## src/rtl/core/hpma_pkg.sv

```systemverilog
// ----------------------------------------------------------------------------
// hpma_pkg
// Shared types and constants for the hall period moving-average meter.
// ----------------------------------------------------------------------------
`timescale 1ns / 1ps

package hpma_pkg;

    localparam int TIMER_W   = 16;
    localparam int CODE_W    = 3;
    localparam int AVG_DEPTH = 8;
    localparam int AVG_SHIFT = (AVG_DEPTH > 1) ? $clog2(AVG_DEPTH) : 0;
    localparam int TOTAL_W   = TIMER_W + AVG_SHIFT;

    // floor(x / AVG_DEPTH) == (x * AVG_MUL) >> AVG_POS for any x < 2**TOTAL_W
    localparam int AVG_MUL_W = TOTAL_W + 1;
    localparam int AVG_POS   = TOTAL_W + AVG_SHIFT;
    localparam longint AVG_MUL_L =
        ((64'd1 << AVG_POS) + longint'(AVG_DEPTH) - 64'd1) / longint'(AVG_DEPTH);
    localparam logic [AVG_MUL_W-1:0] AVG_MUL = AVG_MUL_W'(AVG_MUL_L);
    localparam int PROD_W = TOTAL_W + AVG_MUL_W;

    localparam logic [CODE_W-1:0] HALL_ALL_LOW  = 3'b000;
    localparam logic [CODE_W-1:0] HALL_ALL_HIGH = 3'b111;

    typedef logic [TIMER_W-1:0] t_period;
    typedef logic [TOTAL_W-1:0] t_total;

    typedef struct packed {
        logic    legal;
        logic    edge_seen;
        t_period period;
    } t_hall_evt;

endpackage

```

## src/rtl/core/hpma_cell.sv

```systemverilog
// ----------------------------------------------------------------------------
// hpma_cell
// One slot of the period history; takes its neighbor's period on each edge.
// ----------------------------------------------------------------------------
`timescale 1ns / 1ps

module hpma_cell (
    input  logic             i_clk,
    input  logic             i_rst_n,
    input  logic             i_shift,
    input  hpma_pkg::t_period i_period,
    output hpma_pkg::t_period o_period
);

    hpma_pkg::t_period r_period;

    always_ff @(posedge i_clk) begin
        if (!i_rst_n) begin
            r_period <= '0;
        end else if (i_shift) begin
            r_period <= i_period;
        end
    end

    assign o_period = r_period;

endmodule

```

## src/rtl/core/hpma_edge_det.sv

```systemverilog
// ----------------------------------------------------------------------------
// hpma_edge_det
// Hall code check, commutation edge detect and period measurement.
// ----------------------------------------------------------------------------
`timescale 1ns / 1ps

module hpma_edge_det (
    input  logic                             i_clk,
    input  logic                             i_rst_n,
    input  logic                             i_accept,
    input  logic [hpma_pkg::CODE_W-1:0]      i_code,
    input  hpma_pkg::t_period                i_timer,
    output hpma_pkg::t_hall_evt              o_evt
);

    logic [hpma_pkg::CODE_W-1:0] r_prev_code;
    hpma_pkg::t_period           r_last_time;
    hpma_pkg::t_period           r_latest;
    logic                        legal;
    logic                        edge_hit;
    hpma_pkg::t_period           diff;

    always_comb begin
        legal    = (i_code != hpma_pkg::HALL_ALL_LOW) && (i_code != hpma_pkg::HALL_ALL_HIGH);
        edge_hit = legal && (i_code != r_prev_code);
        diff     = i_timer - r_last_time;
        o_evt.legal     = legal;
        o_evt.edge_seen = edge_hit;
        o_evt.period    = edge_hit ? diff : r_latest;
    end

    always_ff @(posedge i_clk) begin
        if (!i_rst_n) begin
            r_prev_code <= hpma_pkg::HALL_ALL_LOW;
            r_last_time <= '0;
            r_latest    <= '0;
        end else if (i_accept && edge_hit) begin
            r_prev_code <= i_code;
            r_last_time <= i_timer;
            r_latest    <= diff;
        end
    end

endmodule

```

## src/rtl/core/hall_period_moving_average.sv

```systemverilog
// ----------------------------------------------------------------------------
// hall_period_moving_average
// Hall commutation period meter with a moving average over the last periods.
// ----------------------------------------------------------------------------
// channel | direction | handshake           | payload
// input   | in        | i_valid / o_stall   | i_hall_u i_hall_v i_hall_w i_timer_count
// output  | out       | o_valid / i_stall   | o_state_valid o_edge_seen o_period_us
//         |           |                     | o_avg_period_us
//
// One item per clock while the output is not stalled; each taken item is registered in
// the edge/history stage, then in the reciprocal-multiply average stage.
// The period history is a chain of AVG_DEPTH cells shifted on each edge.
// Reset is synchronous and clears all history; no clearing pass is needed.
// A stalled output holds; the input stalls only when both stages are full.
// ----------------------------------------------------------------------------
`timescale 1ns / 1ps

module hall_period_moving_average (
    input  logic        i_clk,
    input  logic        i_rst_n,
    input  logic        i_valid,
    output logic        o_stall,
    input  logic        i_hall_u,
    input  logic        i_hall_v,
    input  logic        i_hall_w,
    input  logic [15:0] i_timer_count,
    output logic        o_valid,
    input  logic        i_stall,
    output logic        o_state_valid,
    output logic        o_edge_seen,
    output logic [15:0] o_period_us,
    output logic [15:0] o_avg_period_us
);

    hpma_pkg::t_hall_evt evt;
    hpma_pkg::t_period   chain [hpma_pkg::AVG_DEPTH+1];
    logic                accept;
    logic                shift;
    logic                out_load;
    logic                a_load;

    hpma_pkg::t_total    r_total;
    hpma_pkg::t_total    n_total;

    logic                r_a_valid;
    logic                r_a_legal;
    logic                r_a_edge;
    hpma_pkg::t_period   r_a_period;
    hpma_pkg::t_total    r_a_total;

    logic                r_o_valid;
    logic                r_o_legal;
    logic                r_o_edge;
    hpma_pkg::t_period   r_o_period;
    hpma_pkg::t_period   r_o_avg;

    logic [hpma_pkg::PROD_W-1:0] prod;

    assign out_load = !r_o_valid || !i_stall;
    assign o_stall  = r_a_valid && !out_load;
    assign accept   = i_valid && !o_stall;
    assign a_load   = accept || out_load;
    assign shift    = accept && evt.edge_seen;

    hpma_edge_det u_edge (
        .i_clk    (i_clk),
        .i_rst_n  (i_rst_n),
        .i_accept (accept),
        .i_code   ({i_hall_u, i_hall_v, i_hall_w}),
        .i_timer  (i_timer_count),
        .o_evt    (evt)
    );

    assign chain[0] = evt.period;

    for (genvar g = 0; g < hpma_pkg::AVG_DEPTH; g++) begin : g_cell
        hpma_cell u_cell (
            .i_clk    (i_clk),
            .i_rst_n  (i_rst_n),
            .i_shift  (shift),
            .i_period (chain[g]),
            .o_period (chain[g+1])
        );
    end

    // oldest period leaves the last cell as the new one enters the first
    assign n_total = r_total - hpma_pkg::TOTAL_W'(chain[hpma_pkg::AVG_DEPTH])
                   + hpma_pkg::TOTAL_W'(evt.period);

    always_ff @(posedge i_clk) begin
        if (!i_rst_n) begin
            r_total <= '0;
        end else if (shift) begin
            r_total <= n_total;
        end
    end

    always_ff @(posedge i_clk) begin
        if (!i_rst_n) begin
            r_a_valid <= 1'b0;
        end else if (a_load) begin
            r_a_valid <= accept;
        end
    end

    always_ff @(posedge i_clk) begin
        if (accept) begin
            r_a_legal  <= evt.legal;
            r_a_edge   <= evt.edge_seen;
            r_a_period <= evt.period;
            r_a_total  <= shift ? n_total : r_total;
        end
    end

    assign prod = hpma_pkg::PROD_W'(r_a_total) * hpma_pkg::PROD_W'(hpma_pkg::AVG_MUL);

    always_ff @(posedge i_clk) begin
        if (!i_rst_n) begin
            r_o_valid <= 1'b0;
        end else if (out_load) begin
            r_o_valid <= r_a_valid;
        end
    end

    always_ff @(posedge i_clk) begin
        if (out_load && r_a_valid) begin
            r_o_legal  <= r_a_legal;
            r_o_edge   <= r_a_edge;
            r_o_period <= r_a_period;
            r_o_avg    <= prod[hpma_pkg::AVG_POS +: hpma_pkg::TIMER_W];
        end
    end

    assign o_valid         = r_o_valid;
    assign o_state_valid   = r_o_legal;
    assign o_edge_seen     = r_o_edge;
    assign o_period_us     = r_o_period;
    assign o_avg_period_us = r_o_avg;

endmodule

```

## config.mk

```make
export PLATFORM = sky130hd
export DESIGN_NAME = hall_period_moving_average
export DESIGN_NICKNAME = d
export VERILOG_FILES = /design/src/rtl/core/hpma_pkg.sv /design/src/rtl/core/hpma_cell.sv /design/src/rtl/core/hpma_edge_det.sv /design/src/rtl/core/hall_period_moving_average.sv
export SDC_FILE = /design/constraint.sdc
export NUM_CORES = 1
export LEC_CHECK = 0
export BUFFER_PORTS_ARGS = -buffer_cell sky130_fd_sc_hd__buf_2
export CAP_MARGIN = 30
export CORE_MARGIN = 2
export CORE_UTILIZATION = 61
export CTS_CLUSTER_DIAMETER = 150
export CTS_CLUSTER_SIZE = 16
export DETAILED_ROUTE_END_ITERATION = 10
export PLACE_DENSITY = 0.8
export SETUP_SLACK_MARGIN = 0.15
export SYNTH_ARGS = -nofsm -noshare
export SYNTH_HDL_FRONTEND = slang
export SYNTH_SLANG_ARGS = --single-unit
```

## constraint.sdc

```tcl
create_clock -name i_clk -period 6.2 [get_ports i_clk]
set_input_delay 0.31 -clock i_clk [delete_from_list [all_inputs] [get_ports i_clk]]
set_output_delay 0.31 -clock i_clk [all_outputs]
set_load 0.02 [all_outputs]
```

==> summary by stage, run 1 <==
Die
For this configuration, the core starts out at a cell density of about 62%. The floorplan has 49 rows. The area of the die is 19100 um^2.

The region available for standard cell placement spans 17800 um^2. The number of primary I/O pins is 59. The die is around 140 um wide. The floorplan step set the die height to 138 um.

CTS
Once the clock tree was built, the resizer swapped 0 gates to a different size. The latest clock arrival within the worst-skew pair is 0.50 ns. The CTS buffer count is 19. The number of buffers inserted by post-CTS setup repair is 0.

TritonCTS built the clock tree. The maximum number of buffers from clock root to sink is 3. CTS saw approximately 250 sinks. The root buffer cell chosen for the clock tree is sky130_fd_sc_hd__clkbuf_16.

After clock tree synthesis, the clock-pin slew on the worst setup and hold paths is 0.07 ns. Buffers inserted to repair hold after CTS numbered 0. CTS built an H-tree with a depth of 1.

Timing
Setup violations remaining at the end of the flow were counted as 0. In the finished design, the share of the clock period the worst path needs comes to 82.9%. Summed over all failing endpoints, the final setup total negative slack is 0 ns. Derived from the worst setup path, the maximum achievable clock frequency is 0.195 GHz. On the final layout, the worst clock skew is 0.0103 ns. The number of pins with negative max-slew slack in the final report was 0. The final hold violation count came to 0. At the pin with the least slew margin, the transition time is a little over 0.9 ns. Setup repair after global routing left no endpoint under its margin. The tightest slew margin relative to the limit is 37.7%. The shortest clock period the worst path allows after layout is ~5 ns.

Finish
The layout cell share with drive strength beyond 1 is roughly 9.0%. The layout filler cell count is 1439. Compared with the post-synthesis result, the final layout area differs by 8.17%. The area of all placed cells without fillers is about 12000 um^2. The number of diodes added for antenna fixing is 0. After the last flow step, the layout net total stands at 1284.

Setup path
The reg-to-reg setup timing slack is 1.06 ns. The startpoint identified for the worst register-to-register timing path is u_edge.r_last_time[0]. By startpoint and endpoint, the worst setup path is classified as register to register. For the worst setup path, the data arrival time is 5.38 ns. The capture instance of the worst register-to-register path is r_a_total[15].

The critical path starts at u_edge.r_last_time[0]. The data required time of the worst path is 6.43 ns. STA classifies the critical path endpoint as a register. The slowest stage of the critical path is the sky130_fd_sc_hd__nor4_1 cell. The signal on the critical path passes through ha_1 > inv_1 > fa_1 > a21o_1 > a21oi_1 > o21ai_0 > a21o_1 > a21oi_1 > xor2_1 > mux2_2 > fa_1 > inv_1 > ha_1 > a21oi_1 > o21ai_0 > a21o_1 > nor4_1 > o21bai_1 > xnor2_1 > a21oi_1.

The largest stage delay on the critical path is roughly 0.55 ns. The most numerous cell type found on the critical path is sky130_fd_sc_hd__a21oi_1. The critical path launch point type is a register. The maximum fanout encountered on the critical timing path is 6. For the worst flop-to-flop path, the logic depth is 20.

The end point of the critical path is r_a_total[15].

Placed design
Buffers placed on the I/O ports in this run total 58. Routability-driven placement finished with a final weighted congestion of about 0.85. The cell area after placement is roughly 11000 um^2. The detailed-placement wirelength estimate is ~14 mm.

Detailed routing
In the final routed layout, each cell accounts on average for approximately 15 um. The number of nets with antenna violations after detailed routing is 0. Wires add up to 21.2 mm. The DRC marker count from the first detailed-route iteration is slightly above 600. The routed layout has 7895 vias. For this run, the detailed router's first-pass iteration total came to 6. In the routed design, unresolved DRC markers number 0. Using the TritonRoute via totals, the vias-per-cell ratio works out to 5.46.

Yosys
The count of cell types in the netlist is about 60. Yosys attributes the largest share of cell area to sky130_fd_sc_hd__dfxtp_1, sky130_fd_sc_hd__edfxtp_1, sky130_fd_sc_hd__nand2_1. Yosys mapped a number of flops with a built-in enable equal to 68. Synthesis produced a netlist with a net count of 1263. The number of flip-flops and latches in the synthesized netlist is 252. The number of standard cells after synthesis is roughly 1200. The mean instance size in the synthesized netlist is approximately 9 um^2. Summed over all instances, the cell type with the most area after synthesis is sky130_fd_sc_hd__dfxtp_1.

The main flop type after synthesis is sky130_fd_sc_hd__dfxtp_1. The share of the yosys chip area belonging to registers is 52.2%. The area share of the largest cell type after synthesis is 33.6%. The count of warnings emitted by yosys is 0. The fraction of synthesis flops using an asynchronous set or reset pin is 0%. The cell area after synthesis is approximately 11000 um^2.

Power and ir drop
In this run the static leakage power is approximately 4.5 nW. The largest voltage drop on the vdd net is 0.000257 V. The power per unit of standard cell area is 389 nW/um^2.

GRT
The first global-routing pass estimated 35.6 mm of wire. The total overflow left after global routing is 0. The total routing usage reported by global routing is 22.2%. The number of global-route vias before repair came to 7270. The maximum number of pins on one net before global-route repair is between 100 and 150. The initial antenna violation count was 0.

Job
The tool flagged a number of max-cap violations equal to 0.

Min path
The worst hold-check path type is input pin to register.

Outcome
The run finished with clean final reports.
==> through the flow <==
stage / hold slack, ns / setup WS (ns) / util [%] / total power, mW / cells
after floorplan: 0.400 / 1.60 / - / 3.17 / 1189
after global placement: 0.401 / 1.07 / 63.5 / 3.47 / 1417
after detailed placement: 0.405 / 0.966 / 63.7 / 3.49 / 1418
after CTS: 0.0253 / 1.09 / 66.7 / 4.64 / 1446
after global routing: 0.0268 / 0.644 / 66.7 / 4.90 / 1446
final: 0.0382 / 1.06 / 66.7 / 4.62 / 1446
==> registers in the layout (all words and copies together), names as in the netlist, 16 cells and up, named ones only <==
register and flops:
g_cell.u_cell.o_period 128, o_avg_period_us 16, o_period_us 16, r_a_period 16, r_a_total 16, r_total 16, u_edge.r_last_time 16, u_edge.r_latest 16
==> power breakdown <==
part	switching [mW]	total (mW)	internal [mW]
sequential	0.0705	1.99	1.92
clock	0.542	1.15	0.606
combinational	0.895	1.48	0.585
total	1.51	4.62	3.11
==> worst min-delay path by stage <==
| stage | from | endpoint | slack, ns | cells after the start |
|---|---|---|---|---|
| 2_1_floorplan | r_a_total[3] | o_avg_period_us[0] | 0.40 | 0 |
| 3_5_place_dp | r_a_total[14] | o_avg_period_us[11] | 0.40 | 0 |
| 6_report | i_valid | r_a_valid | 0.04 | 2 |
| 3_3_place_gp | r_a_total[9] | o_avg_period_us[6] | 0.40 | 0 |
| 4_1_cts | i_valid | r_a_valid | 0.03 | 2 |
| 5_1_grt | i_valid | r_a_valid | 0.03 | 2 |
==> worst max-delay path, delay by kind of cell (launching register included) <==
family	cells	cell delay, ns
muxes	1	0.31
DFF	1	0.34
xor gates and xnor gates	2	0.36
and+or+nand+nor	1	0.55
adders and majority gates	4	1.42
buffers and inverters	2	0.09
AOI/OAI and AO/OA	10	1.77
==> logic make-up (layout without fill, tap and decap cells) <==
group	Yosys count	count (layout)	synth area share [%]
simple gates	425	425	16.3
compound gates	277	277	14.5
flops	252	252	52.2
buf+inv	137	165	5.63
fa+ha+maj	51	51	6.98
xor+xnor	25	25	2.00
mux	22	22	2.34
==> metal layers <==
metal  global-route usage [%]  wire length (um)
met3                     3.22               966
met2                     36.6             10000
met4                     6.28               487
met1                     31.0              9740
met5                        0                 0
==> cells in the mapped netlist (all sizes together) (2+ instances only) <==
cell / n
nand2: 313
dfxtp: 184
a21oi: 176
inv: 71
edfxtp: 68
buf: 42
o21ai: 35
ha: 34
nor2: 29
clkbuf: 23
nand3: 23
fa: 17
mux2i: 16
a21o: 15
and2: 15
xor2: 13
o21a: 12
xnor2: 12
nor2b: 8
and3: 7
nand4: 7
mux2: 6
nor3: 6
a211oi: 4
a21boi: 4
a31oi: 4
nand2b: 4
o211ai: 4
or3: 4
a311oi: 3
a31o: 3
nor4: 3
o2111ai: 3
o21bai: 3
o31ai: 3
and4: 2
o31a: 2
==> cells in the final DEF, fill, tap and decap left out, drive strengths merged, types with 6 or more instances in the layout <==
master	n
nor2	29
ha	34
nand2	313
nor2b	8
mux2	6
a21oi	176
nand3	23
nand4	7
inv	73
buf	65
and3	7
xor2	13
a21o	15
and2	15
clkbuf	26
nor3	6
o21ai	35
xnor2	12
o21a	12
dfxtp	184
edfxtp	68
fa	17
mux2i	16
==> layout make-up <==
cell class	count	area (um^2)	share of cell area [%]
Clock buffer	26	502	4.23
Clock inverter	2	38.8	0.327
Inverter	72	273	2.30
Multi-Input combinational cell	800	4650	39.2
Sequential cell	252	5730	48.3
Tap cell	229	287	2.41
Timing Repair Buffer	65	388	3.27
Power figures use the tool's default switching activity.
==> run 2: changes to the inputs <==
Settings changed: CORE_UTILIZATION 61 to 55, PLACE_DENSITY 0.8 to 0.76.
Clock period 6.2 ns to 4.55 ns, I/O delays scaled along.
==> run 2 against run 1 <==
  * Non-clock buffer count grew 62
  * Combinational power is 79% higher
  * Via count increased by 5.3%
  * Highest routed layer unchanged
  * Clock skew is 0.0073 ns higher
  * Final cell count is 6.8% higher
  * Setup slack got worse by 0.82 ns
  * Register-to-register slack lost 0.81 ns
==> summary by stage, run 2 (same netlist as run 1, synthesis figures left out) <==
Detailed routing
The total via count in the routed design is a little over 8000. The average vias per placed instance is 5.38. The number of nets with antenna violations after detailed routing is 0. Wires add up to approximately 23 mm. The number of search-and-repair iterations in the first detailed-routing pass is 6. The DRC marker count from the first detailed-route iteration is 648. The per-cell routed wire length is 14.7 um. The final routed DRC violation total is 0.

Finish
Relative to the synthesized area, the layout overhead comes to 16.7%. Excluding fillers, the count of instances in the completed layout stands at between 1500 and 2000. Leaving out fill and tap cells, the most frequent cells in the layout are sky130_fd_sc_hd__nand2_1, sky130_fd_sc_hd__dfxtp_1, sky130_fd_sc_hd__a21oi_1, sky130_fd_sc_hd__inv_1, sky130_fd_sc_hd__edfxtp_1.

The number of antenna diodes in the final layout is 0. The layout cell share with drive strength beyond 1 is 16.4%. The net count of the finished layout is 1346. The register with the most flip-flops in the layout has 128 of them. Cells fill 65.6% of the core in the end. With fillers left out, the area of the finished cells amounts to 12800 um^2. The library cell used most frequently in the layout, excluding fill and tap cells, is sky130_fd_sc_hd__nand2_1.

Power and ir drop
Across the VDD grid, the largest voltage drop is between 0.0002 and 0.0003 V. The power per unit of standard cell area is 540 nW/um^2. The completed layout was analyzed and its total power is 6.92 mW. The leakage component of the power is slightly below 5 nW.

Outcome
The run finished with clean final reports.

CTS
Counting every sink on the clock net gives approximately 250. After clock tree synthesis, the clock-pin slew on the worst setup and hold paths is ~0.070 ns. TritonCTS built the clock tree. The master cell of the clock root buffer is sky130_fd_sc_hd__clkbuf_16. At the later pin of the worst-skew pair, clock insertion delay measures ~0.50 ns. The count of H-tree levels built during CTS is 1.

The maximum number of buffers from clock root to sink is 3. The CTS buffer count is 19.

Die
The cell row count is 51. The die is 145 um tall. Once the floorplan was initialized, standard cells occupied between 50 and 60% of the core. Pin placement for this block handled 59 I/O pins. After floorplanning, the core was sized to cover 19500 um^2. The die is 145 um wide. The die covers 21100 um^2.

Setup path
For the worst flop-to-flop path, the logic depth is 19. The reg-to-reg setup timing slack is about 0.25 ns. The data required time of the worst path is 4.79 ns. The kind of end point of the critical path is a register.

Counting both buffers and inverters, the worst setup path holds a total of 2. The signal on the critical path passes through dlygate4sd3_1 > buf_2 > ha_1 > a21o_1 > a21o_1 > a21oi_2 > and3_4 > a21oi_4 > xnor2_1 > mux2_4 > fa_1 > ha_4 > and3_1 > a22o_1 > o31ai_2 > mux2i_2 > xnor2_1. Of all nets on the critical path, the largest fanout is 6. Broken down by cell family, the worst path's largest delay share belongs to adder cells. The largest stage delay on the critical path is 0.60 ns. The worst setup path is of the input pin to register kind. The worst reg2reg path startpoint is u_edge.r_last_time[0].

The arrival time reported for the critical path endpoint is 4.55 ns. The slowest stage of the critical path belongs to the cell sky130_fd_sc_hd__fa_1. The worst register-to-register path ends at r_a_total[18]. The critical path launch point type is an input pin.

Min path
The worst hold-check path type is input pin to register. The hold path depth is 3. The worst hold path terminates at u_edge.r_last_time[5]. The startpoint identified for the worst hold timing path is i_timer_count[5].

Placed design
The detailed-placement wirelength estimate is 15.2 mm. Routability-driven placement finished with a final weighted congestion of 0.935. In this run, placement finished with an instance count of approximately 1500. The cell area after placement is 11700 um^2. Port buffering added 58 buffers.

Timing
After layout, the worst path uses a little over nine tenths of the clock period. The shortest clock period the worst path allows after layout is 4.31 ns. The maximum operating frequency is 0.232 GHz. Headroom to the max-slew limit came out at 43.4%. At the pin with the least slew margin, the transition time is 0.846 ns. The number of pins with negative max-slew slack in the final report is 0.

Setup repair after global routing could not meet its margin everywhere. Across the routed clock network, the largest skew measured is 0.0176 ns. The final hold violation count is 0.

Setup violations remaining at the end of the flow were counted as 0.

Job
The max-cap violation count is 0.

GRT
The wire length of the first global-routing pass is 37.0 mm. The residual overflow from global routing is 0. The initial antenna violation count is 0.

In the global route stage, overall resource usage came out at a little over a fifth. The number of global-route vias before repair is 7634. Entering global routing, the biggest net connects 74 pins.
## run 2: cell count changes in the layout (fill, tap and decap cells not counted), sizes merged
cell	previous run	this run
dlygate4sd3	0	15
clkbuf	26	28
buf	65	112
inv	73	72
## run 2: cell type report
class                      count  area, um^2
clock inverter                 1        30.0
tap                          265         332
fill                        1560        6720
inverter                      72         273
clock buffer                  28         509
multi-input combinational    800        5030
timing repair buffer         127         903
sequential                   252        5730
## run 2: worst min-delay path, delay by kind of cell
kind / cells / cell delay (ns)
buf+inv: 1 / 0.11
compound gates: 1 / 0.07
simple gates: 1 / 0.05
## run 2: metal layers
| metal | up-vias | global-route usage [%] | wire length (um) |
|---|---|---|---|
| met5 | - | 0 | 0 |
| met4 | 0 | 6.81 | 554 |
| met3 | 44 | 3.02 | 1150 |
| met2 | 198 | 34.5 | 10900 |
| met1 | 3923 | 28.4 | 10200 |
| li1 | 4146 | - | - |
## run 2: where the power goes
group,leakage [nW],switching [mW],internal (mW)
clock network,0.259,0.735,0.829
registers,2.16,0.0981,2.61
logic,2.41,1.45,1.20
## run 2: worst max-delay path by stage
| stage | to | startpoint | cells past startpoint |
|---|---|---|---|
| floorplan | r_a_total[18] | u_edge.r_last_time[1] | 20 |
| global placement | r_a_total[14] | i_timer_count[0] | 21 |
| detailed placement | r_a_total[18] | i_timer_count[0] | 21 |
| CTS | r_a_total[18] | u_edge.r_last_time[1] | 19 |
| global route | r_a_total[18] | u_edge.r_last_time[0] | 19 |
| finish | r_a_total[18] | i_timer_count[12] | 17 |
## run 2: what timing repair did
item | CTS | global route
hold endpoints to repair | 15 | 0
gates resized for setup | 17 | 53
hold buffers | 15 | 0
setup endpoints to repair | 13 | 22
pin swaps | 7 | 29
setup buffers | 1 | 5
## run 2: metrics by stage
stage	TNS (ns)	hold slack, ns	setup slack, ns
3_3_place_gp	0	0.401	0.0175
3_5_place_dp	-0.0972	0.405	-0.0434
4_1_cts	0	0.00108	0.132
2_1_floorplan	0	0.352	0.151
5_1_grt	0	0.0192	0.0339
6_report	0	0.0175	0.236
==> run 3: changes to the inputs <==
Settings changed: CTS_BUF_LIST set to sky130_fd_sc_hd__clkbuf_4 sky130_fd_sc_hd__clkbuf_8 sky130_fd_sc_hd__clkbuf_16.
==> run 3 against run 2 <==
  * Via count grew 0.25%
  * Register-to-register slack barely moved
  * Sequential power barely moved
  * Fmax is essentially flat
  * Design area rose by 0.54%
  * Power increased by 1.6%
  * Final cell count about the same
  * Setup slack got worse by 0.0041 ns
  * Non-clock buffer count up 1
  * Clock-buffer cell count is the same
  * Largest power group unchanged
  * First-iteration DRC count rose by 6.9%
==> summary by stage, run 3 (same netlist as run 1, synthesis figures left out) <==
Placed design
The number of instances in the placed design is ~1500. The cell area after placement is 11700 um^2. The worst-case setup slack after placement is -0.0434 ns.

The detailed-placement wirelength estimate is 15.2 mm. The congestion estimate from routability-driven global placement came to 0.935. The count of buffers from port buffering is 58.

Power and ir drop
The power per unit of standard cell area is roughly 550 nW/um^2. The post-layout total power is 7.03 mW. The internal power component is 4.73 mW.

The sequential group share of total power is between 30% and 40%. Per report_power, the clock group accounts for 23.0% of the total. The analysis attributes to net switching a power of 2.30 mW.

The analysis attributes to cell leakage a power of slightly below 5 nW. The largest voltage drop on the vdd net is roughly 0.00027 V. Per report_power, the combinational group accounts for 38.5% of the total. Net switching is between 30% and 40% of the power.

Finish
The number of diodes added for antenna fixing is 0. The register with the most flip-flops in the layout has approximately 130 of them. In the layout the commonest cells are sky130_fd_sc_hd__nand2_1, sky130_fd_sc_hd__dfxtp_1, sky130_fd_sc_hd__a21oi_1, sky130_fd_sc_hd__inv_1, sky130_fd_sc_hd__edfxtp_1.

The layout filler cell count is around 1500. The area growth from synthesis to layout is 17.4%. Leaving out fill and tap cells, the most frequent cell in the layout is sky130_fd_sc_hd__nand2_1. Leaving out filler cells and counting taps, the final layout contains 1546. Measured on the finished design, the core utilization comes to 65.9%. The area of all placed cells without fillers is 12900 um^2. The count of nets after finishing is 1347. Cells with a size suffix above 1 make up 17.5% of the layout.

Timing
The worst clock skew is 0.0228 ns. Setup repair after global routing could not meet its margin everywhere. The smallest clock period supported by the final layout is computed as 4.32 ns.

The final hold violation count came to 0. After layout, the worst setup slack is 0.232 ns. The maximum operating frequency is 0.232 GHz.

Across all hold checks on the routed design, the worst slack comes to between 0.01 and 0.015 ns. The final-report setup violation count is 0. At the pin with the least slew margin, the transition time is roughly 0.84 ns. In this run the tightest slew margin relative to its limit is about 44%. In the finished design, the share of the clock period the worst path needs comes to 94.9%. Summed over all failing endpoints, the final setup total negative slack is 0 ns.

The number of pins with negative max-slew slack in the final report is 0.

Job
The max-cap violation count is 0.

GRT
Across every metal layer, demand over resource in global routing totals 20.9%. The number of global-route vias before repair came to 7625. The wire length of the first global-routing pass is 37.0 mm. The maximum number of pins on one net before global-route repair is 74. The initial antenna violation count is 0.

Summed over all layers, the global routing overflow is 0.

Die
The core area is 19500 um^2. The cell row count is 51. The height of the die is between 100 and 150 um. 59 I/O pins were placed. In this run the horizontal extent of the chip is 145 um. The die covers 21100 um^2.

The initial utilization of the core area, before any placement, comes to between 50% and 60%.

CTS
TritonCTS built the clock tree. The number of clock sinks seen by CTS is 252. The maximum number of buffers from clock root to sink is 3. The CTS buffer count is 19.

The latest clock arrival within the worst-skew pair is 0.50 ns. The master cell of the clock root buffer is sky130_fd_sc_hd__clkbuf_16. CTS built an H-tree with a depth of 1. The post-CTS clock slew at the launch and capture registers of the worst setup and hold paths is 0.07 ns.

Setup path
Along the worst path, the maximum fanout reaches 5. The critical path launch point type is an input pin. The kind of end point of the critical path is a register. Walking the worst path, the cells encountered are dlygate4sd3_1 > buf_2 > ha_1 > a21o_1 > a21oi_1 > nor2_1 > a311oi_2 > xnor2_1 > mux2i_2 > fa_1 > inv_1 > ha_4 > a21o_1 > a21oi_2 > o21ai_1 > a22o_1 > o31ai_2 > mux2i_2 > xnor2_1. The largest single stage delay on the critical path is roughly 0.52 ns. The critical path start-end classification is input pin to register. The data required time of the worst path is between 4 and 5 ns.

The cell type of the slowest stage on the worst timing path is sky130_fd_sc_hd__dlygate4sd3_1. The arrival time reported for the critical path endpoint is around 4.6 ns.

Min path
The worst hold-check path type is input pin to register.

Detailed routing
After detailed routing, the number of vias per cell comes to around 5.4. The final routed DRC violation total is 0. The per-cell routed wire length is 14.7 um. The number of nets with antenna violations after detailed routing is 0. The number of search-and-repair iterations in the first detailed-routing pass is 5. Wires add up to 22.8 mm. The DRC marker count from the first detailed-route iteration is 693. The detailed router placed 8332 vias in this run.

Outcome
The flow ran to the end, and the final reports show no timing, DRC or antenna violations.
[run 3: cell types whose count changed in the layout (fill, tap and decap cells not counted), sizes merged]
cell | before | now
buf | 112 | 113
[run 3: layer usage]
metal	vias up	track usage, %	share of wire, %
li1	4153	-	-
met1	3940	28.3	45
met3	48	3.05	4.3
met2	191	34.5	48
met4	0	6.91	2.6
met5	-	0	0
[run 3: power by group through the flow]
stage / registers [mW] / clock network, mW / logic (mW)
after floorplan: 2.77 / 0 / 1.57
after global placement: 2.75 / 0 / 2.21
after detailed placement: 2.76 / 0 / 2.26
after CTS: 2.71 / 1.65 / 2.37
after global routing: 2.74 / 1.74 / 2.94
final: 2.71 / 1.61 / 2.70
[run 3: final timing paths]
check	slack (ns)	cells after the start	end	start
worst max-delay path	0.23	19	r_a_total[18]	i_timer_count[7]
worst max register to register	0.26	18	r_a_total[18]	u_edge.r_last_time[7]
worst min register to register	0.42	0	o_period_us[12]	r_a_period[12]
worst min-delay path	0.01	3	u_edge.r_last_time[5]	i_timer_count[5]
[run 3: critical path, delay by kind of cell]
kind	cells	cell delay (ns)
AOI/OAI and AO/OA	8	1.62
xor gates and xnor gates	2	0.30
muxes	2	0.45
and+or+nand+nor	1	0.12
adders and majority gates	3	1.11
buffers and inverters	3	0.72
[run 3: layout make-up]
class                           instances  area, um^2  share of cell area, %
Multi-Input combinational cell        800        5060                   39.3
Tap cell                              265         332                   2.58
Clock buffer                           28         543                   4.22
Clock inverter                          1        30.0                  0.233
Sequential cell                       252        5730                   44.5
Inverter                               72         273                   2.12
Timing Repair Buffer                  128         911                   7.08
[run 3: what timing repair did]
action                     4_1_cts  5_1_grt
hold endpoints to repair        15        0
setup endpoints to repair       14       22
hold buffers                    15        0
pin swaps                        7       32
buffers inserted                 1        6
gates resized for setup         17       59
gates cloned                     0        0
